### src/design/assert_macros.svh
// Assertion macros shared by the glyph layout RTL.
// Every macro samples on clk and is disabled while rst is high.
`ifndef ASSERT_MACROS_SVH
`define ASSERT_MACROS_SVH

// Property must hold at every clock edge out of reset.
`define ASSERT_CLK(label, prop, msg) \
  label: assert property (@(posedge clk) disable iff (rst) prop) else $error(msg);

// Expression must never be true at a clock edge out of reset.
`define ASSERT_NEVER(label, expr, msg) \
  `ASSERT_CLK(label, !(expr), msg)

`endif

### src/design/glk_pkg.sv
// Shared types, constants and saturation helpers for the glyph layout block.
// No dependencies; imported by every glk_* module except glk_ram, and by the top level.
`timescale 1ns / 1ps
`default_nettype none

package glk_pkg;

  localparam int GLYPH_ENTRIES = 256;
  localparam int KERN_ENTRIES  = 65536;
  localparam int POS_FRAC_BITS = 4;

  localparam int GLYPH_AW    = $clog2(GLYPH_ENTRIES);
  localparam int KERN_AW     = $clog2(KERN_ENTRIES);
  localparam int SCALE_SHIFT = 8 - POS_FRAC_BITS;
  localparam int FP_W        = 12 + POS_FRAC_BITS;

  localparam logic signed [31:0] S20_MAX = 32'sd524287;
  localparam logic signed [31:0] S20_MIN = -32'sd524288;
  localparam logic signed [31:0] U19_MAX = 32'sd524287;

  // cursor is two pixels wide
  localparam logic signed [19:0] CURSOR_W = 20'(2 << POS_FRAC_BITS);

  // config register indexes
  localparam logic [2:0] REG_SCALE     = 3'd0;
  localparam logic [2:0] REG_FONT_PX   = 3'd1;
  localparam logic [2:0] REG_ORIGIN_X  = 3'd2;
  localparam logic [2:0] REG_ORIGIN_Y  = 3'd3;
  localparam logic [2:0] REG_CAPTURE   = 3'd4;
  localparam logic [2:0] REG_CURSOR    = 3'd5;
  localparam logic [2:0] REG_SEL_BEGIN = 3'd6;
  localparam logic [2:0] REG_SEL_END   = 3'd7;

  typedef enum logic [1:0] {
    OP_GLYPH = 2'd0,
    OP_KERN  = 2'd1,
    OP_CHAR  = 2'd2,
    OP_END   = 2'd3
  } op_t;

  typedef enum logic [1:0] {
    KIND_GLYPH  = 2'd0,
    KIND_CURSOR = 2'd1,
    KIND_SELECT = 2'd2
  } kind_t;

  typedef struct packed {
    logic [15:0]        scale_q8;
    logic [11:0]        font_px;
    logic signed [19:0] origin_x;
    logic signed [19:0] origin_y;
    logic               capture_on;
    logic [15:0]        cursor_index;
    logic [15:0]        select_begin;
    logic [15:0]        select_end;
  } cfg_t;

  typedef struct packed {
    logic [11:0] x;
    logic [11:0] y;
    logic [7:0]  w;
    logic [7:0]  h;
  } geo_t;

  typedef struct packed {
    logic signed [7:0] bx;
    logic signed [7:0] by;
    logic signed [8:0] adv;
  } met_t;

  // table write request
  typedef struct packed {
    logic                glyph_we;
    logic [GLYPH_AW-1:0] glyph_addr;
    geo_t                geo;
    met_t                met;
    logic                kern_we;
    logic [KERN_AW-1:0]  kern_addr;
    logic signed [7:0]   kern;
  } tbl_wr_t;

  // table read request
  typedef struct packed {
    logic                re;
    logic [GLYPH_AW-1:0] glyph_addr;
    logic [KERN_AW-1:0]  kern_addr;
  } tbl_rd_t;

  // line item waiting for its table data
  typedef struct packed {
    op_t         op;
    logic [15:0] index;
    logic        glyph_in;
    logic        kern_in;
  } item_t;

  typedef struct packed {
    kind_t              kind;
    logic signed [19:0] x;
    logic signed [19:0] y;
    logic signed [19:0] w;
    logic [18:0]        h;
    logic [11:0]        sx;
    logic [11:0]        sy;
    logic [7:0]         sw;
    logic [7:0]         sh;
    logic               last;
  } result_t;

  // all results of one item, in delivery order
  typedef struct packed {
    logic       push;
    logic [1:0] cnt;
    result_t    r0;
    result_t    r1;
    result_t    r2;
  } bundle_t;

  function automatic logic signed [19:0] sat_s20(input logic signed [31:0] v);
    logic signed [19:0] r;
    if (v > S20_MAX) r = S20_MAX[19:0];
    else if (v < S20_MIN) r = S20_MIN[19:0];
    else r = v[19:0];
    return r;
  endfunction

  function automatic logic [18:0] sat_u19(input logic signed [31:0] v);
    logic [18:0] r;
    if (v < 0) r = '0;
    else if (v > U19_MAX) r = U19_MAX[18:0];
    else r = v[18:0];
    return r;
  endfunction

endpackage

`default_nettype wire

### src/design/glk_outq.sv
// Result buffer: holds the up to three results of one line request and
// hands them out one per output transfer. Uses glk_pkg.
`timescale 1ns / 1ps
`default_nettype none

module glk_outq import glk_pkg::*; (
  input  wire logic    clk,
  input  wire logic    rst,
  input  wire bundle_t bundle,
  input  wire logic    out_ready,
  output      logic    out_valid,
  output      result_t result,
  output      logic    out_free
);

  result_t    slot [3];
  logic [1:0] cnt;
  logic [1:0] ptr;
  logic       at_end;

  assign out_valid = cnt != 2'd0;
  assign at_end    = ptr == (cnt - 2'd1);
  assign out_free  = !out_valid || (out_ready && at_end);

  always_comb begin
    case (ptr)
      2'd0:    result = slot[0];
      2'd1:    result = slot[1];
      default: result = slot[2];
    endcase
  end

  always_ff @(posedge clk) begin
    if (rst) begin
      cnt <= '0;
      ptr <= '0;
    end else if (bundle.push) begin
      cnt <= bundle.cnt;
      ptr <= '0;
    end else if (out_valid && out_ready) begin
      if (at_end) begin
        cnt <= '0;
        ptr <= '0;
      end else begin
        ptr <= ptr + 2'd1;
      end
    end
  end

  always_ff @(posedge clk) begin
    if (bundle.push) begin
      slot[0] <= bundle.r0;
      slot[1] <= bundle.r1;
      slot[2] <= bundle.r2;
    end
  end

endmodule

`default_nettype wire

### config.mk
export PLATFORM = sky130hd
export DESIGN_NAME = glk_outq
export DESIGN_NICKNAME = d
export VERILOG_FILES = /design/src/design/assert_macros.svh /design/src/design/glk_pkg.sv /design/src/design/glk_outq.sv
export SDC_FILE = /design/constraint.sdc
export NUM_CORES = 1
export LEC_CHECK = 0
export BUFFER_PORTS_ARGS = -buffer_cell sky130_fd_sc_hd__buf_4
export CORE_AREA = 2 2 195 197
export DETAILED_ROUTE_END_ITERATION = 12
export DIE_AREA = 0 0 197 199
export PLACE_DENSITY = 0.61
export SETUP_SLACK_MARGIN = 0.15
export SLEW_MARGIN = 20
export SYNTH_ARGS = -nofsm -noshare
export SYNTH_HDL_FRONTEND = slang
export SYNTH_SLANG_ARGS = --single-unit
### constraint.sdc
create_clock -name clk -period 1.9 [get_ports clk]
set_input_delay 0.38 -clock clk [delete_from_list [all_inputs] [get_ports clk]]
set_output_delay 0.38 -clock clk [all_outputs]
set_load 0.03 [all_outputs]
# Word-level counts from Yosys, hierarchy flattened
# Memories as Yosys holds them, arrays and structs flattened.
# Cells that the tools add are included.
# op_classes
n_mux	7
eq_ne	2
reduce_logical	10
n_addsub	2
# ops
operator	count
one-hot mux 122 bit (2 select lines)	1
two-way mux 2 bit	4
nonzero test 2 bit	3
adder 2 x 1 -> 2 bit, second input constant	1
== test 2 x 1 -> 1 bit, second input constant	1
== test 2 bit	1
logical AND 1 bit	2
zero test 2 bit	1
two-way mux 1 bit	2
AND reduction 2 bit	1
OR reduction 2 bit	1
subtractor 2 x 1 -> 2 bit, second input constant	1
zero test 1 bit	1
logical OR 1 bit	1
# totals
input_bits	372
regBits	4
n_memories	1
elab_cells	24
ramBits	366
# memory_table
memory	words	word_bits	rd	rd_clocked_by_memory_dff	wr	line_no	source
slot	3	122	3	0	3	glk_outq.sv:16	result_t slot [3];

# Depth between registers and ports, before layout
# logic_depth
depth_word	5
depth_mapped	8

# Worst setup path after synthesis
# OpenSTA, ideal clock, no wires.
# synth_timing
path_type	reg2out
from	reg ptr[0]
to	out result[12] (netlist name)
slack_ns	0.090
required_time_ns	1.520
arrival_time_ns	1.430
path_stages_with_launch	9
path_cell_list	dfxtp_1 > inv_1 > ha_1 > buf_2 > nor2_4 > buf_6 > buf_6 > nand2_1 > nand2_1
# synth_lines
item	line_no	source
start, declared	glk_outq.sv:18	logic [1:0] ptr;
start signal, assigned	glk_outq.sv:45	ptr <= ptr + 2'd1;
end, declared	glk_outq.sv:12	output result_t result,

==> metrics list <==
- Counting along the longest clock path gives a buffer depth of 3.
- Maximum number of pins on one net before global-route repair: 94
* Root Driver: clkbuf_16
- Setup_tns: -48.96 ns
- Relative area change from synthesis to final layout: 79.2%
- Arrival time of the worst setup path: 2.01 ns
* Sequential-to-total area share from yosys stat: 0.829
* Post-synth EDFFs: 366
- Measured slew at the worst slew-check pin: 0.502 ns
- For this design the top-level I/O count stands at 496.
- GR met2 Demand/Resource: 0.394
- Fraction of power spent switching nets: 0.242
* Count of final max-slew check failures: 0
- The Yosys step of the flow raised 0 warnings.
- Among all flip-flop cells after synthesis, the most frequent one is edfxtp_1.
- The analysis attributes to net switching a power of 5.05 mW.
* Final cell count without fillers: 2,223
* Setup Slack @ Placement: 0.0122 ns
- Number of nets with antenna violations after detailed routing: 0
- Sinks on Clock Net: 370
- Critical setup path kind: reg -> out
* Peak supply drop: 0.000790 V
- For this run the aggregate overflow at the end of global routing stands at 0.
- TritonCTS built the clock tree.
* Crit share post-route: 1.26
- The analysis attributes to cell leakage a power of 9.71 nW.
- The run finished, with violations left.
* Share of power burned in the clock network: 0.357
* Total CTS buffers: 40
- Across every metal layer, demand over resource in global routing totals 0.219.
- Detailed routing inserted a total of 10,661 vias.
* Per-instance average area after synthesis: 16.6 µm²
- Failing checks: setup timing
- Tightest slew margin relative to the limit: 0.665
* Width of the die: 197 µm
- Vias per cell: 4.80
- Synthesis instantiated 19 different standard cells from the library.
- The H-tree was split into 2 levels.
- The filler cells instantiated in the layout total 2,446.
- CP max FO: 11
- After synthesis, the share of flip-flops with an asynchronous set or reset is 0.
- Post-detail-place hpwl: 27,000 µm
* Kind of path behind the tightest hold check: in -> reg
- The synthesized netlist occupies a cell area of 0.0134 mm².
- In this run the power density over the cells is 871 mW/mm².
- Counting tap cells, the placed design contains a total of 1,787 instances.
* Worst path required time: 1.52 ns
* Int Pwr: 15.8 mW
* Vias in the first global route: 11,625
* Register-to-Register Setup Slack: 0.51 ns
- On the final layout, the worst hold slack is 0.0266 ns.
* Reg power frac: 0.477
- Drt total wl: 45,400 µm
- The worst path in the final design needs a cycle of 2.39 ns, including I/O delays and setup.
* Nets: 2,093
- Of the cells placed in the final design, the portion with a size suffix greater than 1 is 0.443.
* Gate Count Post-Synth: 804
* Number of DRC violations after detailed routing: 0
- After clock tree synthesis, the clock-pin slew on the worst setup and hold paths is 0.06 ns.
* Net count after synthesis: 1,179
- In this run, synthesis produced a sequential element count of 370.
- After layout, the worst setup slack is -0.490 ns.
* Met3 global-route usage: 0.0570
- First-pass GRT wire length: 64,600 µm
- The floorplan step defined a die boundary enclosing 0.0392 mm².
- Static timing analysis puts the maximum clock frequency at 418 MHz.
* Number of buffer cells added on primary ports: 495
- Type of origin of the critical path: register
* Die outline height: 199 µm
- The layer flagged by global routing as most heavily used is met2.
- Setup violations remaining at the end of the flow were counted as 123.
* Fraction of power consumed by combinational cells: 0.166
* First drt pass iteration count: 5
- The region available for standard cell placement spans 0.0371 mm².
* Setup repair after global routing missed its margin: yes
- Between clock sinks in the finished design, the worst skew comes to 0.00675 ns.
- The later pin in the worst-skew pair is clocked with a latency of 0.54 ns.
- Initial antenna violation count: 7
- The floorplan has 71 rows.
- GP Congestion: 0.833
- In the global route stage, met1 resource usage came out at 0.244.
- Max_cap viols: 0
- Final routed wire length divided by cell count: 20.4 µm
* Initial standard-cell utilization of the core: 0.360
* Number of failing hold endpoints at the final stage: 0
- Capturing element type of the critical path: output pin
- First-iteration detailed-routing DRC count: 549
[per-stage QoR]
step / instance area (µm²) / power [mW] / utilization
final: 23900 / 20.8 / 0.644
after CTS: 23600 / 20.7 / 0.637
after floorplan: 13600 / 11.0 / -
after global routing: 23900 / 21.5 / 0.644
after global placement: 18300 / 12.5 / 0.493
after detailed placement: 18300 / 12.6 / 0.493
[power by group through the flow]
stage | sequential (mW) | combinational [mW] | clock (mW)
after floorplan | 9.98 | 1.05 | 0
after global placement | 10.0 | 2.49 | 0
after detailed placement | 10.0 | 2.52 | 0
after CTS | 9.90 | 3.32 | 7.51
after global routing | 9.99 | 3.63 | 7.90
final | 9.95 | 3.46 | 7.43
[final timing paths]
check | start | end | cells past startpoint
setup / recovery | ptr[0]$_SDFFE_PP0P_ | result[2] | 7
hold / removal | bundle[132] | slot[0][132]$_DFFE_PP_ | 1
setup reg to reg | cnt[0]$_SDFFE_PP0P_ | cnt[1]$_SDFFE_PP0P_ | 5
hold reg to reg | cnt[0]$_SDFFE_PP0P_ | cnt[0]$_SDFFE_PP0P_ | 2
[registers in the layout, indices dropped and copies added, names as in the netlist]
| name | flops |
|---|---|
| slot | 366 |
| cnt | 2 |
| ptr | 2 |
[cell usage in the layout (no fill, tap or decap), types with 2 or more instances in the layout]
master,netlist,final
dlygate4sd3_1,0,359
clkbuf_16,0,43
clkbuf_1,8,9
o21ai_0,2,2
ha_4,0,2
a22oi_1,122,59
dfxtp_2,0,2
buf_12,0,21
inv_2,0,2
nand3_1,2,2
bufinv_16,0,2
buf_4,0,435
edfxtp_1,366,366
diode_2,0,5
a22oi_2,0,63
clkinv_1,0,8
nand3b_1,2,2
o311ai_0,2,2
inv_1,5,2
buf_6,12,95
nand2_1,246,154
clkinv_2,0,4
nand4_1,2,2
nand2_2,0,92
[critical path: stages (launching register included)]
cell     delay (ns)
dfxtp_4        0.37
inv_4          0.04
ha_4           0.18
buf_12         0.16
buf_4          0.16
a22oi_2        0.22
nand2_1        0.15
buf_6          0.17
[cells by family (layout without fill, tap and decap cells)]
kind of cell               Yosys count  after routing  share of synthesized area
AOI/OAI and AO/OA                  127            127                     0.0712
xor gates and xnor gates             2              2                    0.00131
adders and majority gates            3              3                    0.00281
buffers and inverters               46            986                     0.0216
DFF                                370            370                      0.829
other                                0              5                          0
and+or+nand+nor                    256            256                     0.0738
[layer usage]
metal  wire (µm)  share of wire  vias up
met5          24        0.00053        -
met4        1700          0.037        4
met3        3440          0.076      111
met2       23500           0.52      535
met1       16800           0.37     5125
li1            -              -     4886
[synthesized netlist by cell type, types with 3 or more instances]
master,count,area share
edfxtp_1,366,0.82
buf_6,12,0.010
inv_1,5,0.0014
a22oi_1,122,0.069
nand2_1,246,0.069
buf_2,21,0.0079
ha_1,3,0.0028
clkbuf_1,8,0.0022
dfxtp_1,4,0.0060
[layout make-up]
type,count,area [µm²],area share
sequential,370,11100,0.463
antenna,5,12.5,0.000523
timing repair buffer,913,8420,0.352
multi-input combinational,388,2570,0.108
clock inverter,17,143,0.00596
clock buffer,51,1080,0.0453
tap,474,593,0.0248
inverter,5,21.3,0.000889
[what timing repair did]
action | 4_1_cts | 5_1_grt
endpoints found under the setup margin | 124 | 124
gates resized for setup | 125 | 56
hold buffers | 359 | 0
endpoints found under the hold margin | 359 | 0
cloned | 0 | 1
buffers inserted | 1 | 2
pin swaps | 3 | 0
Power figures use the tool's default switching activity.
