$ cat src/design/assert_macros.svh
// Assertion macros shared by the glyph layout RTL.
// Every macro samples on clk and is disabled while rst is high.
`ifndef ASSERT_MACROS_SVH
`define ASSERT_MACROS_SVH

// Property must hold at every clock edge out of reset.
`define ASSERT_CLK(label, prop, msg) \
  label: assert property (@(posedge clk) disable iff (rst) prop) else $error(msg);

// Expression must never be true at a clock edge out of reset.
`define ASSERT_NEVER(label, expr, msg) \
  `ASSERT_CLK(label, !(expr), msg)

`endif

$ cat src/design/glk_pkg.sv
// Shared types, constants and saturation helpers for the glyph layout block.
// No dependencies; imported by every glk_* module except glk_ram, and by the top level.
`timescale 1ns / 1ps
`default_nettype none

package glk_pkg;

  localparam int GLYPH_ENTRIES = 256;
  localparam int KERN_ENTRIES  = 65536;
  localparam int POS_FRAC_BITS = 4;

  localparam int GLYPH_AW    = $clog2(GLYPH_ENTRIES);
  localparam int KERN_AW     = $clog2(KERN_ENTRIES);
  localparam int SCALE_SHIFT = 8 - POS_FRAC_BITS;
  localparam int FP_W        = 12 + POS_FRAC_BITS;

  localparam logic signed [31:0] S20_MAX = 32'sd524287;
  localparam logic signed [31:0] S20_MIN = -32'sd524288;
  localparam logic signed [31:0] U19_MAX = 32'sd524287;

  // cursor is two pixels wide
  localparam logic signed [19:0] CURSOR_W = 20'(2 << POS_FRAC_BITS);

  // config register indexes
  localparam logic [2:0] REG_SCALE     = 3'd0;
  localparam logic [2:0] REG_FONT_PX   = 3'd1;
  localparam logic [2:0] REG_ORIGIN_X  = 3'd2;
  localparam logic [2:0] REG_ORIGIN_Y  = 3'd3;
  localparam logic [2:0] REG_CAPTURE   = 3'd4;
  localparam logic [2:0] REG_CURSOR    = 3'd5;
  localparam logic [2:0] REG_SEL_BEGIN = 3'd6;
  localparam logic [2:0] REG_SEL_END   = 3'd7;

  typedef enum logic [1:0] {
    OP_GLYPH = 2'd0,
    OP_KERN  = 2'd1,
    OP_CHAR  = 2'd2,
    OP_END   = 2'd3
  } op_t;

  typedef enum logic [1:0] {
    KIND_GLYPH  = 2'd0,
    KIND_CURSOR = 2'd1,
    KIND_SELECT = 2'd2
  } kind_t;

  typedef struct packed {
    logic [15:0]        scale_q8;
    logic [11:0]        font_px;
    logic signed [19:0] origin_x;
    logic signed [19:0] origin_y;
    logic               capture_on;
    logic [15:0]        cursor_index;
    logic [15:0]        select_begin;
    logic [15:0]        select_end;
  } cfg_t;

  typedef struct packed {
    logic [11:0] x;
    logic [11:0] y;
    logic [7:0]  w;
    logic [7:0]  h;
  } geo_t;

  typedef struct packed {
    logic signed [7:0] bx;
    logic signed [7:0] by;
    logic signed [8:0] adv;
  } met_t;

  // table write request
  typedef struct packed {
    logic                glyph_we;
    logic [GLYPH_AW-1:0] glyph_addr;
    geo_t                geo;
    met_t                met;
    logic                kern_we;
    logic [KERN_AW-1:0]  kern_addr;
    logic signed [7:0]   kern;
  } tbl_wr_t;

  // table read request
  typedef struct packed {
    logic                re;
    logic [GLYPH_AW-1:0] glyph_addr;
    logic [KERN_AW-1:0]  kern_addr;
  } tbl_rd_t;

  // line item waiting for its table data
  typedef struct packed {
    op_t         op;
    logic [15:0] index;
    logic        glyph_in;
    logic        kern_in;
  } item_t;

  typedef struct packed {
    kind_t              kind;
    logic signed [19:0] x;
    logic signed [19:0] y;
    logic signed [19:0] w;
    logic [18:0]        h;
    logic [11:0]        sx;
    logic [11:0]        sy;
    logic [7:0]         sw;
    logic [7:0]         sh;
    logic               last;
  } result_t;

  // all results of one item, in delivery order
  typedef struct packed {
    logic       push;
    logic [1:0] cnt;
    result_t    r0;
    result_t    r1;
    result_t    r2;
  } bundle_t;

  function automatic logic signed [19:0] sat_s20(input logic signed [31:0] v);
    logic signed [19:0] r;
    if (v > S20_MAX) r = S20_MAX[19:0];
    else if (v < S20_MIN) r = S20_MIN[19:0];
    else r = v[19:0];
    return r;
  endfunction

  function automatic logic [18:0] sat_u19(input logic signed [31:0] v);
    logic [18:0] r;
    if (v < 0) r = '0;
    else if (v > U19_MAX) r = U19_MAX[18:0];
    else r = v[18:0];
    return r;
  endfunction

endpackage

`default_nettype wire

$ cat src/design/glk_front.sv
// Request intake: table writes for load requests, table reads and the
// character counter for line requests, and the item register. Uses glk_pkg.
`timescale 1ns / 1ps
`default_nettype none

module glk_front import glk_pkg::*; (
  input  wire logic              clk,
  input  wire logic              rst,
  input  wire logic              in_valid,
  output      logic              in_ready,
  input  wire logic [1:0]        opcode,
  input  wire logic [7:0]        code,
  input  wire logic [7:0]        first_code,
  input  wire logic [11:0]       atlas_x,
  input  wire logic [11:0]       atlas_y,
  input  wire logic [7:0]        glyph_w,
  input  wire logic [7:0]        glyph_h,
  input  wire logic signed [7:0] bearing_x,
  input  wire logic signed [7:0] bearing_y,
  input  wire logic signed [8:0] amount,
  input  wire logic              clearing,
  input  wire logic              s1_take,
  output      tbl_wr_t           wr,
  output      tbl_rd_t           rd,
  output      logic              s1_valid,
  output      item_t             item
);

  logic [7:0]  prev_char;
  logic [15:0] char_index;

  op_t         op;
  logic        acc;
  logic        line_req;
  logic [15:0] load_kidx;
  logic [15:0] look_kidx;
  logic        glyph_in;

  assign op        = op_t'(opcode);
  assign in_ready  = !clearing && (!s1_valid || s1_take);
  assign acc       = in_valid && in_ready;
  assign line_req  = (op == OP_CHAR) || (op == OP_END);
  assign load_kidx = {first_code, code};
  assign look_kidx = {prev_char, code};
  assign glyph_in  = int'(code) < GLYPH_ENTRIES;

  always_comb begin
    wr            = '0;
    wr.glyph_we   = acc && (op == OP_GLYPH) && glyph_in;
    wr.glyph_addr = code[GLYPH_AW-1:0];
    wr.geo        = '{x: atlas_x, y: atlas_y, w: glyph_w, h: glyph_h};
    wr.met        = '{bx: bearing_x, by: bearing_y, adv: amount};
    wr.kern_we    = acc && (op == OP_KERN) && (int'(load_kidx) < KERN_ENTRIES);
    wr.kern_addr  = load_kidx[KERN_AW-1:0];
    if (amount > 9'sd127) wr.kern = 8'sd127;
    else if (amount < -9'sd128) wr.kern = -8'sd128;
    else wr.kern = amount[7:0];

    rd.re         = acc && line_req;
    rd.glyph_addr = code[GLYPH_AW-1:0];
    rd.kern_addr  = look_kidx[KERN_AW-1:0];
  end

  always_ff @(posedge clk) begin
    if (rst) begin
      s1_valid   <= 1'b0;
      prev_char  <= '0;
      char_index <= '0;
    end else begin
      if (acc && line_req) begin
        s1_valid <= 1'b1;
      end else if (s1_take) begin
        s1_valid <= 1'b0;
      end
      if (acc && (op == OP_CHAR)) begin
        prev_char  <= code;
        char_index <= char_index + 1'b1;
      end else if (acc && (op == OP_END)) begin
        prev_char  <= '0;
        char_index <= '0;
      end
    end
  end

  always_ff @(posedge clk) begin
    if (acc && line_req) begin
      item.op       <= op;
      item.index    <= char_index;
      item.glyph_in <= glyph_in;
      item.kern_in  <= int'(look_kidx) < KERN_ENTRIES;
    end
  end

endmodule

`default_nettype wire

$ cat config.mk
export PLATFORM = sky130hd
export DESIGN_NAME = glk_front
export DESIGN_NICKNAME = d
export VERILOG_FILES = /design/src/design/assert_macros.svh /design/src/design/glk_pkg.sv /design/src/design/glk_front.sv
export SDC_FILE = /design/constraint.sdc
export NUM_CORES = 1
export LEC_CHECK = 0
export BUFFER_PORTS_ARGS = -buffer_cell sky130_fd_sc_hd__buf_2
export CORE_AREA = 2 2 91 93
export DETAILED_ROUTE_END_ITERATION = 16
export DIE_AREA = 0 0 93 95
export HOLD_SLACK_MARGIN = 0.08
export PLACE_DENSITY = 0.7
export SLEW_MARGIN = 40
export SYNTH_ARGS = -nofsm -noshare
export SYNTH_HDL_FRONTEND = slang
export SYNTH_SLANG_ARGS = --single-unit
export TNS_END_PERCENT = 1
$ cat constraint.sdc
create_clock -name clk -period 3.75 [get_ports clk]
set_input_delay 1.125 -clock clk [delete_from_list [all_inputs] [get_ports clk]]
set_output_delay 1.125 -clock clk [all_outputs]
set_load 0.01 [all_outputs]
Word level (Yosys, flattened, before mapping)
Cells that the tools add are included.
{"block": "classes", "addsub": 1, "order_cmp": 2, "eq_ne": 3, "mux": 8, "reduce_logical": 14}
{"cell": "two-way mux 16 bit", "count": 2}
{"cell": "two-way mux 8 bit", "count": 4}
{"cell": "adder 16 x 1 -> 16 bit, second input constant", "count": 1}
{"cell": "greater-than comparator 9 x 8 -> 1 bit, second input constant", "count": 1}
{"cell": "< comparator 9 x 8 -> 1 bit, second input constant", "count": 1}
{"cell": "logical AND 1 bit", "count": 7}
{"cell": "== test 2 bit, second input constant", "count": 2}
{"cell": "nonzero test 2 bit", "count": 2}
{"cell": "== test 2 x 1 -> 1 bit, second input constant", "count": 1}
{"cell": "logical NOT 1 bit", "count": 2}
{"cell": "logical NOT 2 bit", "count": 1}
{"cell": "logical OR 1 bit", "count": 2}
{"cell": "two-way mux 1 bit", "count": 2}
{"block": "word_totals", "ff_bits": 43, "in_bits": 88, "output_inout_bits": 146, "wordCells": 33}

Depth between registers and ports, before layout
{"block": "logic_depth", "ltp_word": 7, "mapped_depth": 6, "ltp_nobuf": 5}

Worst setup path after synthesis
No wires, ideal clock.
{"block": "synth_timing", "path_kind": "input port to output port", "startpoint": "input s1_take", "endpoint": "output rd[24] (netlist bit)", "arrival_ps": 2051, "t_required_ps": 2625, "setup_slack_ps": 574, "path_stages": 3, "n_path_buf": 0, "cell_sequence": "nand2b_1 nand3_1 clkinv_1"}
{"element": "start, declared", "line_no": "glk_front.sv:22", "source": "input wire logic s1_take,"}
{"element": "end, declared", "line_no": "glk_front.sv:24", "source": "output tbl_rd_t rd,"}

==> run metrics <==
# Max-Cap Violations 0; Layout Area Growth over Synthesis -3.458%; Synth Cell Area 2714 µm²; Placed Area 2512 µm²; final-report setup violation count 0; total gr overflow 0; Worst-path clk slew 0.08 ns; drt pass-1 iters 4; status finished clean; post-CTS setup buffers 0; CP Capture Type primary output; post-synth top area share 29.60%; Initial DRC Count 61; CTS Hold Buffers Added 0; Synth warnings 0; antenna fix cells 0; RD Place Congestion between 0.7 and 0.8; RSZ-0062 raised after global routing false; Logic pwr share approximately 13%; Pint ~730 µW; CP bufs+invs 2; sequential share of power 51.6%; wire length per cell between 15 and 20 µm; Pins Over Slew Limit 0; routed wire length 7629 µm; Final nets roughly 390; synth top area cells buf_4 (30%), edfxtp_1 (20%), dfxtp_1 (18%), a21oi_1 (4.2%), nand3b_1 (3.6%); EDFF count, synth 18; Die ar. 8835 µm²; top cells by count, synth buf_4 (107), dfxtp_1 (25), a21oi_1 (23); worst path required time 2.62 ns; fin crit period 2.953 ns; CP Launch Point clearing; relative slew slack approximately two thirds; via count 1944; initial antenna violation count 0; post-DP HPWL 6178 µm; Residual DRC 0; Crit path top cell by count buf_2; post-CTS sizing 0; total core area 7928 µm²; power share of the clock group a little over a third; Net Switching between 200 and 250 µW; Worst-Margin Slew 0.5072 ns; total CTS buffers 5; sequential-to-total area share from yosys stat 38.36%; CTS root buffer clkbuf_8; FF-to-FF setup slack approximately 1.9 ns; switching part of the total power a little under a quarter; largest net degree at the start of global routing 28; Post-synth top flop dfxtp_1; CP Data Arrival Time 1.83 ns; Final Cell Area 2620 µm²; Reg area 1041 µm²; Skew-Pair Late Insertion Delay just under 0.3 ns; Syn Area/Cell 8.927 µm²; global-route wire length before repair 10470 µm; Crit path max-delay family simple AND/OR/NAND/NOR gates; clk_skew 0.01485 ns; Via density ~4.8; top-count cell post-synth buf_4; Rows 33; ys async rst share 0%; Total GRT Usage 16.25%; CP cell instances buf_2 -> nor2b_1 -> nand2_1 -> nor3b_1 -> buf_2; Tot Pwr 959.0 µW; DIE HEIGHT 95 µm; vias in the first global route 1639; crit-path max FO 3; Final Cycle Share 78.76%; Final Util 33.05%; CTS Buffer Depth 2; R2R Path Start char_index[0]; Final Hold Viols 0; startpoint types primary input; LEAKAGE between 1 and 1.5 nW; CP max stage delay between 0.15 and 0.2 ns; pre-CTS setup slack 0.7995 ns; power per cell area 366.0 nW/µm²; min-delay worst type reg -> reg; reg2reg path depth 5; FILL cells ~830; CP max stage cell nor3b_1; #FFs+latches synth 43; CTS H-Tree Depth 2; R2R Path End char_index[12]; CTS tree built; max frequency 338.6 MHz; Hold Crit Depth 2; Synth area leader buf_4; post-route setup TNS 0 ns; kind of critical path in -> out; num ports between 200 and 250; IO buf count ~100; Synth cell types 36; Syn Inst Count ~300; worst vdd ir 0.0001306 V; CTS sink cnt 43; worst hold start prev_char[3]; die width 93 µm; multi-input logic area 794.5 µm²; Min-Delay Endpoint prev_char[3]; fin worst setup slack 0.7965 ns; starting density of the core 34.23%; layout cells sized above 1 39.06%; Post-DRT Antenna Nets 0
metal layers:
metal / global-route usage (%) / routed length, µm / vias up
met5: 6.548 / 78 / -
met2: 25.24 / 3507 / 145
met4: 4.289 / 68 / 2
li1: - / - / 919
met1: 14.91 / 2401 / 874
met3: 15.64 / 1573 / 4
power by group through the flow:
stage               registers (mW)  logic [mW]  clock network [mW]
floorplan                    0.509       0.156                   0
global placement             0.505       0.118                   0
detailed placement           0.505       0.120                   0
CTS                          0.495       0.120               0.356
global route                 0.495       0.132               0.370
finish                       0.494       0.119               0.345
per-stage QoR:
| stage | hold slack (ns) | instances |
|---|---|---|
| floorplan | 0.4314 | 305 |
| global placement | 0.4389 | 394 |
| detailed placement | 0.4469 | 394 |
| CTS | 0.4589 | 402 |
| global route | 0.4869 | 402 |
| finish | 0.4574 | 402 |
worst reg2reg max path, cell delays in order (launching register included):
cell	delay, ns
dfxtp_1	0.43
ha_1	0.22
and3_1	0.40
nand4_1	0.18
or3_1	0.34
a31oi_1	0.16
how the worst max path moves through the flow:
stage	to	slack, ns	depth (start not counted)
5_1_grt	wr[24]	0.72	5
4_1_cts	wr[24]	0.79	5
3_3_place_gp	wr[24]	0.78	5
3_5_place_dp	wr[24]	0.80	5
6_report	wr[24]	0.80	5
2_1_floorplan	rd[24]	0.57	3
cell type report:
cell class,instances,share of cell area [%]
tap,105,5.014
sequential,43,39.73
clock buffer,5,2.627
multi-input combinational,138,30.32
clock inverter,3,1.480
inverter,2,0.2865
timing repair buffer,106,20.53
registers in the layout (all words and copies together) (netlist names):
signal / cells
char_index: 16
prev_char: 8
s1_valid: 1
item: 18
placed cells by master (no fill, tap or decap), types with 5 or more instances in the layout:
cell	count
buf_2	103
dfxtp_1	25
a21oi_1	23
nand2_1	21
o21ai_0	18
edfxtp_1	18
nand3b_1	13
nor2_1	11
a31oi_1	7
or3_1	7
clkbuf_8	5
cells by family after synthesis:
logic type | Yosys count | share of synthesized area [%]
other | 1 | 0.1382
multiplexers | 1 | 0.3688
AO/OA/AOI/OAI | 51 | 10.19
flip-flops | 43 | 38.36
adder cells (fa/ha/maj) | 1 | 0.4610
buffers and inverters | 124 | 32.50
AND/OR/NAND/NOR | 83 | 17.98
(Power assumes the default switching activity.)
