--- src/design/assert_macros.svh ---
// Assertion macros shared by the glyph layout RTL.
// Every macro samples on clk and is disabled while rst is high.
`ifndef ASSERT_MACROS_SVH
`define ASSERT_MACROS_SVH

// Property must hold at every clock edge out of reset.
`define ASSERT_CLK(label, prop, msg) \
  label: assert property (@(posedge clk) disable iff (rst) prop) else $error(msg);

// Expression must never be true at a clock edge out of reset.
`define ASSERT_NEVER(label, expr, msg) \
  `ASSERT_CLK(label, !(expr), msg)

`endif

--- src/design/glk_pkg.sv ---
// Shared types, constants and saturation helpers for the glyph layout block.
// No dependencies; imported by every glk_* module except glk_ram, and by the top level.
`timescale 1ns / 1ps
`default_nettype none

package glk_pkg;

  localparam int GLYPH_ENTRIES = 256;
  localparam int KERN_ENTRIES  = 65536;
  localparam int POS_FRAC_BITS = 4;

  localparam int GLYPH_AW    = $clog2(GLYPH_ENTRIES);
  localparam int KERN_AW     = $clog2(KERN_ENTRIES);
  localparam int SCALE_SHIFT = 8 - POS_FRAC_BITS;
  localparam int FP_W        = 12 + POS_FRAC_BITS;

  localparam logic signed [31:0] S20_MAX = 32'sd524287;
  localparam logic signed [31:0] S20_MIN = -32'sd524288;
  localparam logic signed [31:0] U19_MAX = 32'sd524287;

  // cursor is two pixels wide
  localparam logic signed [19:0] CURSOR_W = 20'(2 << POS_FRAC_BITS);

  // config register indexes
  localparam logic [2:0] REG_SCALE     = 3'd0;
  localparam logic [2:0] REG_FONT_PX   = 3'd1;
  localparam logic [2:0] REG_ORIGIN_X  = 3'd2;
  localparam logic [2:0] REG_ORIGIN_Y  = 3'd3;
  localparam logic [2:0] REG_CAPTURE   = 3'd4;
  localparam logic [2:0] REG_CURSOR    = 3'd5;
  localparam logic [2:0] REG_SEL_BEGIN = 3'd6;
  localparam logic [2:0] REG_SEL_END   = 3'd7;

  typedef enum logic [1:0] {
    OP_GLYPH = 2'd0,
    OP_KERN  = 2'd1,
    OP_CHAR  = 2'd2,
    OP_END   = 2'd3
  } op_t;

  typedef enum logic [1:0] {
    KIND_GLYPH  = 2'd0,
    KIND_CURSOR = 2'd1,
    KIND_SELECT = 2'd2
  } kind_t;

  typedef struct packed {
    logic [15:0]        scale_q8;
    logic [11:0]        font_px;
    logic signed [19:0] origin_x;
    logic signed [19:0] origin_y;
    logic               capture_on;
    logic [15:0]        cursor_index;
    logic [15:0]        select_begin;
    logic [15:0]        select_end;
  } cfg_t;

  typedef struct packed {
    logic [11:0] x;
    logic [11:0] y;
    logic [7:0]  w;
    logic [7:0]  h;
  } geo_t;

  typedef struct packed {
    logic signed [7:0] bx;
    logic signed [7:0] by;
    logic signed [8:0] adv;
  } met_t;

  // table write request
  typedef struct packed {
    logic                glyph_we;
    logic [GLYPH_AW-1:0] glyph_addr;
    geo_t                geo;
    met_t                met;
    logic                kern_we;
    logic [KERN_AW-1:0]  kern_addr;
    logic signed [7:0]   kern;
  } tbl_wr_t;

  // table read request
  typedef struct packed {
    logic                re;
    logic [GLYPH_AW-1:0] glyph_addr;
    logic [KERN_AW-1:0]  kern_addr;
  } tbl_rd_t;

  // line item waiting for its table data
  typedef struct packed {
    op_t         op;
    logic [15:0] index;
    logic        glyph_in;
    logic        kern_in;
  } item_t;

  typedef struct packed {
    kind_t              kind;
    logic signed [19:0] x;
    logic signed [19:0] y;
    logic signed [19:0] w;
    logic [18:0]        h;
    logic [11:0]        sx;
    logic [11:0]        sy;
    logic [7:0]         sw;
    logic [7:0]         sh;
    logic               last;
  } result_t;

  // all results of one item, in delivery order
  typedef struct packed {
    logic       push;
    logic [1:0] cnt;
    result_t    r0;
    result_t    r1;
    result_t    r2;
  } bundle_t;

  function automatic logic signed [19:0] sat_s20(input logic signed [31:0] v);
    logic signed [19:0] r;
    if (v > S20_MAX) r = S20_MAX[19:0];
    else if (v < S20_MIN) r = S20_MIN[19:0];
    else r = v[19:0];
    return r;
  endfunction

  function automatic logic [18:0] sat_u19(input logic signed [31:0] v);
    logic [18:0] r;
    if (v < 0) r = '0;
    else if (v > U19_MAX) r = U19_MAX[18:0];
    else r = v[18:0];
    return r;
  endfunction

endpackage

`default_nettype wire

--- src/design/glk_place.sv ---
// Line state (pen, selection start); glyph, cursor, selection placement
// for one line request per cycle while out_free is high. Uses glk_pkg.
`timescale 1ns / 1ps
`default_nettype none

module glk_place import glk_pkg::*; (
  input  wire logic              clk,
  input  wire logic              rst,
  input  wire cfg_t              cfg,
  input  wire logic              s1_valid,
  input  wire item_t             item,
  input  wire geo_t              geo,
  input  wire met_t              met,
  input  wire logic              valid_q,
  input  wire logic signed [7:0] kern_q,
  input  wire logic              out_free,
  output      logic              s1_take,
  output      bundle_t           bundle
);

  logic signed [19:0] pen_x;
  logic signed [19:0] sel_left;
  logic               line_open;

  logic signed [19:0] pen_eff;
  logic               glyph_ok;
  logic signed [7:0]  kern_eff;
  logic signed [16:0] scale_s;

  logic signed [24:0] p_bx, p_by, sc_bx, sc_by;
  logic [23:0]        p_w, p_h;
  logic signed [9:0]  adv_k;
  logic signed [26:0] p_adv, sc_adv;
  logic signed [19:0] pen_adv;

  logic [FP_W-1:0]    fp;
  logic [FP_W+1:0]    fp3;

  logic    cap_go, cur_hit, sel_ok, sel_begin, sel_end;
  logic    g, c, s;
  logic [1:0] cnt;
  result_t rg, rc, rs;

  assign pen_eff  = line_open ? pen_x : cfg.origin_x;
  assign glyph_ok = (item.op == OP_CHAR) && item.glyph_in && valid_q;
  assign kern_eff = item.kern_in ? kern_q : 8'sd0;
  assign scale_s  = signed'({1'b0, cfg.scale_q8});

  // scaled values round toward minus infinity
  assign p_bx   = met.bx * scale_s;
  assign p_by   = met.by * scale_s;
  assign sc_bx  = p_bx >>> SCALE_SHIFT;
  assign sc_by  = p_by >>> SCALE_SHIFT;
  assign p_w    = geo.w * cfg.scale_q8;
  assign p_h    = geo.h * cfg.scale_q8;
  assign adv_k  = 10'(met.adv) + 10'(kern_eff);
  assign p_adv  = adv_k * scale_s;
  assign sc_adv = p_adv >>> SCALE_SHIFT;
  assign pen_adv = sat_s20(32'(pen_eff) + 32'(sc_adv));

  assign fp  = FP_W'(cfg.font_px) << POS_FRAC_BITS;
  assign fp3 = {2'b00, fp} + {1'b0, fp, 1'b0};

  assign cap_go    = cfg.capture_on && ((item.op == OP_END) || glyph_ok);
  assign cur_hit   = item.index == cfg.cursor_index;
  assign sel_ok    = cfg.select_begin < cfg.select_end;
  assign sel_begin = sel_ok && (item.index == cfg.select_begin);
  assign sel_end   = sel_ok && !sel_begin && (item.index == cfg.select_end);

  assign g   = glyph_ok;
  assign c   = cap_go && cur_hit;
  assign s   = cap_go && sel_end;
  assign cnt = {1'b0, g} + {1'b0, c} + {1'b0, s};

  assign s1_take = s1_valid && out_free;

  always_comb begin
    rg      = '0;
    rg.kind = KIND_GLYPH;
    rg.x    = sat_s20(32'(pen_eff) + 32'(sc_bx));
    rg.y    = sat_s20(32'(cfg.origin_y) + 32'(sc_by));
    rg.w    = sat_s20(signed'(32'(p_w >> SCALE_SHIFT)));
    rg.h    = sat_u19(signed'(32'(p_h >> SCALE_SHIFT)));
    rg.sx   = geo.x;
    rg.sy   = geo.y;
    rg.sw   = geo.w;
    rg.sh   = geo.h;

    rc      = '0;
    rc.kind = KIND_CURSOR;
    rc.x    = pen_eff;
    rc.y    = sat_s20(32'(cfg.origin_y) + signed'(32'(fp >> 3)));
    rc.w    = CURSOR_W;
    rc.h    = sat_u19(signed'(32'(fp3 >> 2)));

    rs      = '0;
    rs.kind = KIND_SELECT;
    rs.x    = sel_left;
    rs.y    = cfg.origin_y;
    rs.w    = sat_s20(32'(pen_eff) - 32'(sel_left));
    rs.h    = sat_u19(signed'(32'(fp)));

    // pack in order glyph, cursor, selection
    bundle      = '0;
    bundle.push = s1_take && (cnt != 2'd0);
    bundle.cnt  = cnt;
    bundle.r0   = g ? rg : (c ? rc : rs);
    bundle.r1   = (g && c) ? rc : rs;
    bundle.r2   = rs;
    bundle.r0.last = cnt == 2'd1;
    bundle.r1.last = cnt == 2'd2;
    bundle.r2.last = cnt == 2'd3;
  end

  always_ff @(posedge clk) begin
    if (rst) begin
      pen_x     <= '0;
      sel_left  <= '0;
      line_open <= 1'b0;
    end else if (s1_take) begin
      if (item.op == OP_END) begin
        pen_x     <= cfg.origin_x;
        sel_left  <= '0;
        line_open <= 1'b0;
      end else begin
        line_open <= 1'b1;
        pen_x     <= glyph_ok ? pen_adv : pen_eff;
        if (cap_go && sel_begin) begin
          sel_left <= pen_eff;
        end
      end
    end
  end

endmodule

`default_nettype wire

--- config.mk ---
export PLATFORM = sky130hd
export DESIGN_NAME = glk_place
export DESIGN_NICKNAME = d
export VERILOG_FILES = /design/src/design/assert_macros.svh /design/src/design/glk_pkg.sv /design/src/design/glk_place.sv
export SDC_FILE = /design/constraint.sdc
export NUM_CORES = 2
export LEC_CHECK = 0
export ABC_AREA = 1
export ABC_CLOCK_PERIOD_IN_PS = 16000
export BUFFER_PORTS_ARGS = -buffer_cell sky130_fd_sc_hd__buf_2
export CAP_MARGIN = 20
export CORE_ASPECT_RATIO = 1.4
export CORE_MARGIN = 3
export CORE_UTILIZATION = 30
export DETAILED_ROUTE_END_ITERATION = 16
export SLEW_MARGIN = 10
export SYNTH_ARGS = -nofsm -noshare
export SYNTH_HDL_FRONTEND = slang
export SYNTH_SLANG_ARGS = --single-unit
--- constraint.sdc ---
create_clock -name clk -period 16 [get_ports clk]
set_input_delay 0.8 -clock clk [delete_from_list [all_inputs] [get_ports clk]]
set_output_delay 0.8 -clock clk [all_outputs]
set_load 0.03 [all_outputs]
After elaboration in Yosys (flattened, before gate mapping). Cells that the tools add are included. Widths: inputs -> output; s select.

Word-level logic and storage cells: 85. Memory bits (read-only): 0. RAM bits: 0. Bits in latches: 0. Memories kept: 0. Flip-flop bits (word level): 41.

Muxes and demuxes: 26. $mul: 5. Div/mod/pow operators: 0. Add/sub/neg operators: 9. Magnitude comparators: 17. Eq/ne operators: 8. Bitwise logic cells: 0. Reduce and logical (&&, ||, !) cells: 17. Shift operators: 0.

Operators by type and width (count): $mux 122 (3); $mux 20 (17); $mux 19 (4); $lt 21x20->1 const B (3); $mul 8x17->25 (2); $eq 16x16->1 (3); $mul 8x16->24 (2); $add 20x21->22 (2); $gt 22x20->1 const B (2); $lt 22x20->1 const B (2); $gt 21x20->1 const B (2); $gt 20x19->1 const B (2); $mul 10x17->27 (1); $add 20x23->24 (1); $gt 24x20->1 const B (1); $lt 24x20->1 const B (1); $add 20x14->21 (1); $sub 20x20->21 (1); $lt 20x1->1 const B (1); $gt 16x19->1 const B (1); $add 16x17->18 (1); $lt 16x1->1 const B (1); $lt 16x16->1 (1); $logic_and 1x1->1 (12); other kinds (11) (15).

Depth between registers and ports, before layout.
Depth after elaboration: 10. Depth in mapped cells: 53.

Worst setup path after synthesis. OpenSTA, ideal clock, no wires.

Path kind: in2reg. Start: input port item[0] (netlist name). End: register pen_x[10]. Path slack: 7432 ps. Cell stages on the path: 46. Required time: 15868 ps. Path buffers: 3. Arrival: 8436 ps. Cell sequence: clkbuf_1 nand2_1 inv_1 ha_1 fa_1 nand3_1 nand2_1 a21oi_1 o21ai_0 or2_2 nand2_1 clkbuf_1 nor2_1 fa_1 inv_1 fa_1 inv_1 fa_1 [10 not listed] a21oi_1 nor2_1 nor2_1 xor2_1 ha_1 nand2_1 inv_1 nand3_1 nor2_1 nand3_1 nand3_1 xor2_1 inv_1 nand2_2 buf_4 nand3_1 nand2_1 a21oi_1.

Longest elaborated chain between the ends: 9.

Ends and longest elaborated chain: from (decl) (RTL line glk_place.sv:11) `input wire item_t item,`; $mux 8 (*) (RTL line glk_place.sv:46) `assign kern_eff = item.kern_in ? kern_q : 8'sd0;`; $add 9x8->10 (*) (RTL line glk_place.sv:56) `assign adv_k = 10'(met.adv) + 10'(kern_eff);`; $mul 10x17->27 (*) (RTL line glk_place.sv:57) `assign p_adv = adv_k * scale_s;`; $add 20x23->24 (*) (RTL line glk_place.sv:59) `assign pen_adv = sat_s20(32'(pen_eff) + 32'(sc_adv));`; $lt 24x20->1 (RTL line glk_pkg.sv:122) `else if (v < S20_MIN) r = S20_MIN[19:0];`; $mux 20 (RTL line glk_pkg.sv:122); $mux 20 (*) (RTL line glk_pkg.sv:121) `if (v > S20_MAX) r = S20_MAX[19:0];`; $mux 20 (*) (RTL line glk_place.sv:127) `pen_x <= glyph_ok ? pen_adv : pen_eff;`; $mux 20 (*) (RTL line glk_place.sv:121) `if (item.op == OP_END) begin`; to (signal assigned) (RTL line glk_place.sv:122) `pen_x <= cfg.origin_x;`; to (signal assigned) (RTL line glk_place.sv:127); to (decl) (RTL line glk_place.sv:21) `logic signed [19:0] pen_x;`.

Every way passes the cells marked *; elsewhere a longest branch is shown, timed or not. A chain may end at the register's enable or synchronous reset.

Worst setup path after layout.
Start: input port item[0] (netlist name). End: register pen_x[8].

The elaborated chain is that of the path after synthesis.

==> out/qor.txt <==
LOGIC SYNTHESIS
------------------------------------------------------------------------------------------
Post-synthesis average cell area ............................................    6.61 um^2
Post-synthesis instance total ...............................................         5323
Leading cell type by number of instances after synthesis .................... sky130_fd_sc_hd__nand2_1
Most numerous cell types in the synthesized netlist ......................... sky130_fd_sc_hd__nand2_1 (1383), sky130_fd_sc_hd__inv_1 (1175), sky130_fd_sc_hd__fa_1 (455), sky130_fd_sc_hd__ha_1 (409), sky130_fd_sc_hd__a21oi_1 (334)
Top_reg_cell synth .......................................................... sky130_fd_sc_hd__dfxtp_1
Sequential area share after synthesis .......................................        2.33%
Synth top area cells ........................................................ sky130_fd_sc_hd__fa_1 (26%), sky130_fd_sc_hd__nand2_1 (15%), sky130_fd_sc_hd__ha_1 (15%), sky130_fd_sc_hd__inv_1 (13%), sky130_fd_sc_hd__a21oi_1 (4.7%)
Share of flip-flops with an asynchronous set or reset after synthesis .......           0%
Number of synthesized flops with an enable pin ..............................            0
Total of flip-flops plus latches after synthesis ............................           41
Yosys warning count .........................................................            0
Share of Yosys cell area claimed by the top area cell type ..................        25.9%
Dominant cell type by area after synthesis .................................. sky130_fd_sc_hd__fa_1
Number of distinct library cells after synthesis ............................           61
Combined area of all synthesized cells ......................................   35200 um^2

CLOCKING
------------------------------------------------------------------------------------------
Clock tree root buffer cell ................................................. sky130_fd_sc_hd__clkbuf_16
Clock tree from TritonCTS ...................................................         done
CTS Buffer Depth ............................................................            2
Post-cts repair resize count ................................................            0
Hold bufs inserted after CTS ................................................            0
Clock edge transition at the registers on the reported setup and hold paths .      0.06 ns
Post-CTS setup buffer count .................................................            0
Number of buffers created by CTS ............................................            5
Count of H-tree levels built during CTS .....................................            2
Clock sink count ............................................................           41
Insertion delay to the later sink of the worst-skew pair ....................      0.29 ns

DETAILED ROUTING
------------------------------------------------------------------------------------------
Post-DRT Antenna Nets .......................................................            0
Drt first-iter violations ...................................................         2155
Total via count in the routed design ........................................        35100
Length of the first detailed-routing pass in iterations .....................            7
Avg WL per Cell .............................................................      20.0 um
Post-detailed-route DRC marker count ........................................            0
Vias per std cell ...........................................................         4.91
Routed wire length ..........................................................    142000 um

TIMING
------------------------------------------------------------------------------------------
Period minus WS final .......................................................      9.74 ns
Transition time at the pin with the least slew margin .......................      1.10 ns
Fin Setup TNS ...............................................................         0 ns
F_max .......................................................................      103 MHz
Max Clock Skew ..............................................................    0.0105 ns
Setup repair after global routing missed its margin .........................           no
Worst max-slew margin expressed relative to the limit .......................        27.0%
Slew Limit Fails ............................................................            0
Part of the cycle the worst path needs ......................................        60.9%
Final hold viol count .......................................................            0
Final setup violating endpoints .............................................            0

CRITICAL PATH
------------------------------------------------------------------------------------------
Setup slack of the worst register-to-register path ..........................     11.19 ns
Type of the worst setup path ................................................ input pin to flop
Reg2Reg Depth ...............................................................           17
Cell type with the highest occurrence count on the critical path ............ sky130_fd_sc_hd__nand2_1
Worst Setup Start Kind ......................................................    input pin
Crit path DAT ...............................................................      9.87 ns
Endpoint type of the worst setup path .......................................         flop
Biggest fanout along the worst timing path ..................................           19
Req. time, crit path ........................................................     16.13 ns
Delay of the slowest cell on the worst path .................................      0.53 ns
Critical Path Slowest Stage Cell ............................................ sky130_fd_sc_hd__fa_1

GLOBAL ROUTE
------------------------------------------------------------------------------------------
Via count of the first global-routing pass ..................................        35400
GR Overflow Total ...........................................................            0
Overall routing resource usage ..............................................        22.8%
Number of antenna violations at the first check in global routing ...........           27
Global-route wire length before repair ......................................    212000 um
Largest net degree at the start of global routing ...........................           93

HOLD PATH
------------------------------------------------------------------------------------------
Number of cells traversed by the worst hold path ............................            2
Kind of path behind the tightest hold check ................................. flop to flop

FLOORPLANNING
------------------------------------------------------------------------------------------
Area of the core region .....................................................  116000 um^2
Count of standard-cell rows .................................................          148
Die height ..................................................................       411 um
Starting density of the core ................................................        30.3%
Chip width ..................................................................       296 um
I/O Pins ....................................................................          585
Area of the die .............................................................  122000 um^2

FINAL LAYOUT
------------------------------------------------------------------------------------------
Final-layout fill cell count ................................................        12800
Area added between synthesis and finish .....................................        9.65%
Layout cells sized above 1 ..................................................        10.8%
Final design instance area without fill .....................................   38600 um^2
Net count reported at finish ................................................         6699

STATUS
------------------------------------------------------------------------------------------
Outcome ..................................................................... finished clean

PLACEMENT
------------------------------------------------------------------------------------------
Routability congestion estimate .............................................        0.990
DP Area .....................................................................   38400 um^2
Port-buffer cells ...........................................................          490
Post-detail-place hpwl ......................................................    118000 um

FLOW RUN
------------------------------------------------------------------------------------------
Max-cap violations ..........................................................            0

-- worst paths after layout --
check                                         startpoint                  endpoint
worst min-delay path            sel_left[4]$_SDFFE_PP0P_  sel_left[4]$_SDFFE_PP0P_
worst min register to register  sel_left[4]$_SDFFE_PP0P_  sel_left[4]$_SDFFE_PP0P_
worst max register to register    line_open$_SDFFE_PP0P_     pen_x[8]$_SDFFE_PP0P_
worst max-delay path                             item[0]     pen_x[8]$_SDFFE_PP0P_
-- area by class of cell --
class | instances | area, um^2 | share of cell area (%)
multi-input cells | 3865 | 28500 | 73.9
inverters | 1183 | 4440 | 11.5
repair buffers | 524 | 2710 | 7.01
well taps | 1500 | 1880 | 4.86
flip-flops and latches | 41 | 821 | 2.13
clock buffers | 6 | 139 | 0.360
diodes | 19 | 47.5 | 0.123
clock inverters | 2 | 37.5 | 0.0972
-- through the flow --
| stage | setup WS [ns] | hold slack [ns] | cells | util (%) |
|---|---|---|---|---|
| detailed placement | 6.04 | 0.463 | 7112 | 33.0 |
| floorplan | 7.43 | 0.523 | 5415 | - |
| CTS | 6.36 | 0.472 | 7120 | 33.1 |
| finish | 6.26 | 0.473 | 7140 | 33.2 |
| global placement | 6.28 | 0.461 | 7112 | 33.0 |
| global route | 5.48 | 0.495 | 7135 | 33.2 |
-- flip-flops by register name, summed over array words and instances (netlist names) --
| signal | cells |
|---|---|
| line_open | 1 |
| pen_x | 20 |
| sel_left | 20 |
-- cells by family after synthesis --
family | count (synthesis) | share of synthesized area (%)
AOI/OAI and AO/OA | 717 | 11.3
xor gates and xnor gates | 219 | 5.49
adders and majority gates | 864 | 40.4
buffers and inverters | 1509 | 17.7
DFF | 41 | 2.33
other | 2 | 0.0213
and+or+nand+nor | 1971 | 22.7
-- layer usage --
metal	part of all wire (%)	wire (um)	vias up	global-route usage (%)
met5	0.039	55	-	0
met4	7.0	9990	8	13.8
met3	6.1	8680	374	2.91
met2	50	71400	1401	41.5
met1	37	52400	16700	25.2
li1	-	-	16600	-
-- critical path, delay by kind of cell --
kind / cells / cell delay, ns
AO/OA/AOI/OAI: 9 / 1.75
XOR/XNOR: 2 / 0.42
adder cells (fa/ha/maj): 9 / 3.82
buffers and inverters: 7 / 0.67
AND/OR/NAND/NOR: 20 / 2.39
-- placed cells by master (no fill, tap or decap), types with 3 or more instances in the layout --
cell type,count
sky130_fd_sc_hd__nand2_1,1383
sky130_fd_sc_hd__inv_1,1175
sky130_fd_sc_hd__buf_2,490
sky130_fd_sc_hd__fa_1,455
sky130_fd_sc_hd__ha_1,409
sky130_fd_sc_hd__a21oi_1,331
sky130_fd_sc_hd__nor2_1,270
sky130_fd_sc_hd__o21ai_0,193
sky130_fd_sc_hd__nand3_1,187
sky130_fd_sc_hd__xor2_1,118
sky130_fd_sc_hd__xnor2_1,99
sky130_fd_sc_hd__conb_1,94
sky130_fd_sc_hd__dfxtp_1,41
sky130_fd_sc_hd__o21ai_1,37
sky130_fd_sc_hd__nand4_1,34
sky130_fd_sc_hd__a22oi_1,34
sky130_fd_sc_hd__buf_4,34
sky130_fd_sc_hd__or2_2,31
sky130_fd_sc_hd__nor3_1,25
sky130_fd_sc_hd__a31oi_1,23
sky130_fd_sc_hd__diode_2,19
sky130_fd_sc_hd__o21bai_1,17
sky130_fd_sc_hd__a21o_1,14
sky130_fd_sc_hd__a21oi_2,10
sky130_fd_sc_hd__o21a_1,10
sky130_fd_sc_hd__o211ai_1,10
sky130_fd_sc_hd__a21boi_0,9
sky130_fd_sc_hd__nor4_1,8
sky130_fd_sc_hd__o221ai_1,8
sky130_fd_sc_hd__nand2_2,6
sky130_fd_sc_hd__clkbuf_16,5
sky130_fd_sc_hd__o2111ai_1,4
sky130_fd_sc_hd__inv_2,4
sky130_fd_sc_hd__nand3b_1,4
sky130_fd_sc_hd__a221oi_1,4
sky130_fd_sc_hd__and2_1,4
sky130_fd_sc_hd__a211oi_1,3
Power is not shown: default switching activity piles up to over one toggle a cycle in this logic, so the estimate is an artifact.
